**src/rtl/lcnt_pkg.sv**
```systemverilog
package lcnt_pkg;

  localparam int CFG_W     = 7;
  localparam int ROW_W     = 6;
  localparam int COL_W     = 6;
  localparam int COUNT_W   = 4;
  localparam int TAP_IDX_W = 4;

  // Register indexes of the configuration port
  localparam logic [1:0] CFG_ROWS = 2'd0;
  localparam logic [1:0] CFG_COLS = 2'd1;

  localparam logic [CFG_W-1:0] MIN_SIZE = 7'd3;

  localparam logic [0:0] MODE_WRITE = 1'b0;
  localparam logic [0:0] MODE_QUERY = 1'b1;

  // Nine taps of the 3x3 window, scanned row by row; the middle one is the cell
  localparam logic [TAP_IDX_W-1:0] TAP_FIRST  = 4'd0;
  localparam logic [TAP_IDX_W-1:0] TAP_CENTER = 4'd4;
  localparam logic [TAP_IDX_W-1:0] TAP_LAST   = 4'd8;

  localparam logic [COUNT_W-1:0] COUNT_TWO   = 4'd2;
  localparam logic [COUNT_W-1:0] COUNT_THREE = 4'd3;

  typedef struct packed {
    logic [0:0]       mode;
    logic [ROW_W-1:0] row;
    logic [COL_W-1:0] col;
    logic             alive_in;
  } in_item_t;

  typedef struct packed {
    logic [COUNT_W-1:0] neighbour_count;
    logic               next_alive;
    logic               flips;
  } out_item_t;

  typedef struct packed {
    logic                 wr_en;
    logic                 start;
    logic                 rd_en;
    logic [TAP_IDX_W-1:0] rd_idx;
    logic                 load_out;
  } cmd_t;

  typedef struct packed {
    logic out_free;
  } stat_t;

endpackage

```
**src/rtl/lcnt_ctrl.sv**
```systemverilog
module lcnt_ctrl (
  input  logic                clk,
  input  logic                rst,
  input  logic                in_valid,
  input  logic [0:0]          in_mode,
  output logic                in_ready,
  input  lcnt_pkg::stat_t     stat,
  output lcnt_pkg::cmd_t      cmd
);
  import lcnt_pkg::*;

  typedef enum logic [1:0] {
    ST_IDLE,
    ST_READ,
    ST_DRAIN,
    ST_DONE
  } state_t;

  state_t               state;
  logic [TAP_IDX_W-1:0] tap;
  logic                 accept;

  assign in_ready = (state == ST_IDLE);
  assign accept   = in_valid && in_ready;

  always_comb begin
    cmd          = '0;
    cmd.wr_en    = accept && (in_mode == MODE_WRITE);
    cmd.start    = accept && (in_mode == MODE_QUERY);
    cmd.rd_en    = (state == ST_READ);
    cmd.rd_idx   = tap;
    cmd.load_out = (state == ST_DONE) && stat.out_free;
  end

  always_ff @(posedge clk) begin
    if (rst) begin
      state <= ST_IDLE;
      tap   <= TAP_FIRST;
    end else begin
      case (state)
        ST_IDLE: begin
          tap <= TAP_FIRST;
          if (cmd.start) state <= ST_READ;
        end
        ST_READ: begin
          if (tap == TAP_LAST) state <= ST_DRAIN;
          else tap <= tap + 4'd1;
        end
        ST_DRAIN: state <= ST_DONE;
        ST_DONE: begin
          if (stat.out_free) state <= ST_IDLE;
        end
        default: state <= ST_IDLE;
      endcase
    end
  end

endmodule

```
**config.mk**
```make
export PLATFORM = sky130hd
export DESIGN_NAME = lcnt_ctrl
export DESIGN_NICKNAME = d
export VERILOG_FILES = /design/src/rtl/lcnt_pkg.sv /design/src/rtl/lcnt_ctrl.sv
export SDC_FILE = /design/constraint.sdc
export NUM_CORES = 1
export LEC_CHECK = 0
export BUFFER_PORTS_ARGS = -buffer_cell sky130_fd_sc_hd__buf_2
export CORE_AREA = 2 2 39 41
export DETAILED_ROUTE_END_ITERATION = 7
export DIE_AREA = 0 0 41 43
export PLACE_DENSITY = 0.5
export SYNTH_ARGS = -nofsm -noshare
export SYNTH_HDL_FRONTEND = slang
export SYNTH_SLANG_ARGS = --single-unit
```
**constraint.sdc**
```tcl
create_clock -name clk -period 3.8 [get_ports clk]
set_input_delay 0.19 -clock clk [delete_from_list [all_inputs] [get_ports clk]]
set_output_delay 0.19 -clock clk [all_outputs]
set_load 0.05 [all_outputs]
```
==> impl_metrics.csv <==
group,metric,value,unit
synthesis,synth_cells,47,
setup_path,critPathKind,"flop to flop",
synthesis,avgSynthCellArea,8.89,µm²
finish,final_util,37.7,%
drt,ant_nets,0,
die,dieArea,1760,µm²
place,dp.cells,75,
synthesis,synth_ff_type,"dfxtp_1",
drt,dr.pass1.iters,4,
drt,via_count,375,
synthesis,yosysSeqAreaShare,28.7,%
synthesis,synth_warnings,0,
synthesis,synth_top_area_share,28.7,%
die,rows,14,
setup_path,arrival,1.77,ns
sta,hold_viol,0,
setup_path,rrSetupSlack,2.20,ns
finish,multi_input_area,270,µm²
die,fp.dieH,43,µm
sta,fin_worst_skew,0.00456,ns
power_and_ir_drop,ir_drop,0.236,mV
cts,holdBufCountCts,0,
drt,wl_per_cell,10.8,µm
sta,fin_crit,1.60,ns
global_route,antenna_found_initial,0,
synthesis,async_flop_share,0,%
power_and_ir_drop,total_power,0.000337,W
place,dp_hpwl,689,µm
place,io_buffers,13,
finish,nNetsFinal,75,
setup_path,reg2reg_depth,5,
power_and_ir_drop,powerDensity,646,nW/µm²
sta,finalMaxSlewViolations,0,
die,start_util,30.2,%
synthesis,synth_edf_count,0,
sta,worst_pin_slew,0.511,ns
cts,cts_setup_buffers,0,
setup_path,cp.required,3.97,ns
global_route,first_global_vias,354,
global_route,grt_max_degree,10,
synthesis,yosys-top-cells-count,"dfxtp_1 (6), ha_1 (6), inv_1 (5), nand2b_1 (5)",
cts,cts_max_path_buffers,2,
place,finalWeightedCongestion,0.680,
sta,fmax,625,MHz
drt,drc_errors,0,
finish,seq_area,120,µm²
synthesis,synth_cell_types,22,
finish,layout-drive-gt1-share,30.6,%
run,cap_violations,0,
cts,htree_num_levels,1,
synthesis,syn_area,418,µm²
sta,finalSetupTns,0,ns
global_route,grt_usage,13.2,%
finish,final_cells,78,
cts,cts_sinks,6,
drt,wl,846,µm
sta,setup_viol,0,
cts,ctsResizeCount,0,
setup_path,start_kind,"flop",
finish,diodes,0,
cts,clk_latency,0.24,ns
status,outcome,"finished, final reports clean",
cts,cts_buffers,3,
global_route,overflow,0,
sta,rsz0062_at_grt,"false",
setup_path,crit_fanout,5,
cts,cts_root_buf,"clkbuf_4",
synthesis,syn-num-nets,58,
die,io_pins,14,
worst_hold_path,min_path_type,"primary input to flop",
die,coreArea,1380,µm²
sta,whs,0.196,ns
synthesis,ys_ff_latch,6,
die,dieWidth,41,µm
sta,relSlewSlack,65.9,%
cts,cts_tree,"yes",
cts,cts.clk_slew.worst_paths,0.05,ns
synthesis,synth_area_leaders,"dfxtp_1 (29%), ha_1 (18%), nand2b_1 (7.5%)",
sta,final.period_utilization,42.1,%
drt,avgViaCountPerCell,4.81,
worst_hold_path,holdPathStages,2,
global_route,grt_pass1_wl,1520,µm
finish,syn2layout_area_growth,24.9,%
finish,fillers,151,
setup_path,end_kind,"flop",
synthesis,yosys.area.top_type,"dfxtp_1",
power_and_ir_drop,leakagePower,0.241,nW
drt,first_iter_violations,3,
metal layers:
| metal | vias to the layer above | wire length (µm) | global-route usage [%] |
|---|---|---|---|
| met5 | - | 0 | 0 |
| met2 | 8 | 446 | 19.7 |
| met4 | 0 | 8 | 4.00 |
| met1 | 171 | 338 | 15.3 |
| met3 | 2 | 53 | 7.85 |
| li1 | 194 | - | - |
area by class of cell:
class	instances	area share, %
clock buffers	3	4.32
inverters	6	4.56
multi-input cells	34	51.8
flip-flops and latches	6	23.0
well taps	16	3.84
repair buffers	13	12.5
cells in the final DEF (no fill, tap or decap), drive strengths merged, types with 2 or more instances in the layout:
cell,count
nand2b,5
inv,5
ha,6
clkbuf,3
buf,13
a21oi,3
nand2,2
nand3,3
o211ai,2
mux2i,2
dfxtp,6
logic make-up after synthesis:
family          share of synthesized area (%)
compound gates                           15.0
fa+ha+maj                                18.0
buf+inv                                  6.59
flops                                    28.7
mux                                      4.79
simple gates                             26.9
final timing paths:
path	end	from
worst max-delay path	state[1]$_SDFFE_PP0P_	tap[0]$_SDFFE_PP0P_
worst min-delay path	tap[3]$_SDFFE_PP0P_	rst
worst max register to register	state[1]$_SDFFE_PP0P_	tap[0]$_SDFFE_PP0P_
worst min register to register	state[0]$_SDFFE_PP0P_	state[0]$_SDFFE_PP0P_
metrics by stage:
stage,area [µm²],setup slack (ns)
floorplan,418,1.93
global placement,499,2.25
detailed placement,499,2.18
CTS,522,2.16
global route,522,2.01
finish,522,2.20
power breakdown:
| part | internal, W | switching, W |
|---|---|---|
| clock | 0.0000357 | 0.0000224 |
| sequential | 0.0000754 | 0.0000133 |
| combinational | 0.0000553 | 0.000135 |
| total | 0.000166 | 0.000171 |
state kept, by name, summed over array words and instances, names as in the netlist:
signal / cells
state: 2
tap: 4
worst max-delay path: stages, from the launching register on:
cell and delay (ns):
dfxtp_1 0.34, inv_1 0.09, ha_1 0.22, nand3b_4 0.11, a222oi_1 0.53, mux2i_1 0.24
Note: power is estimated with default switching activity, not from simulation.
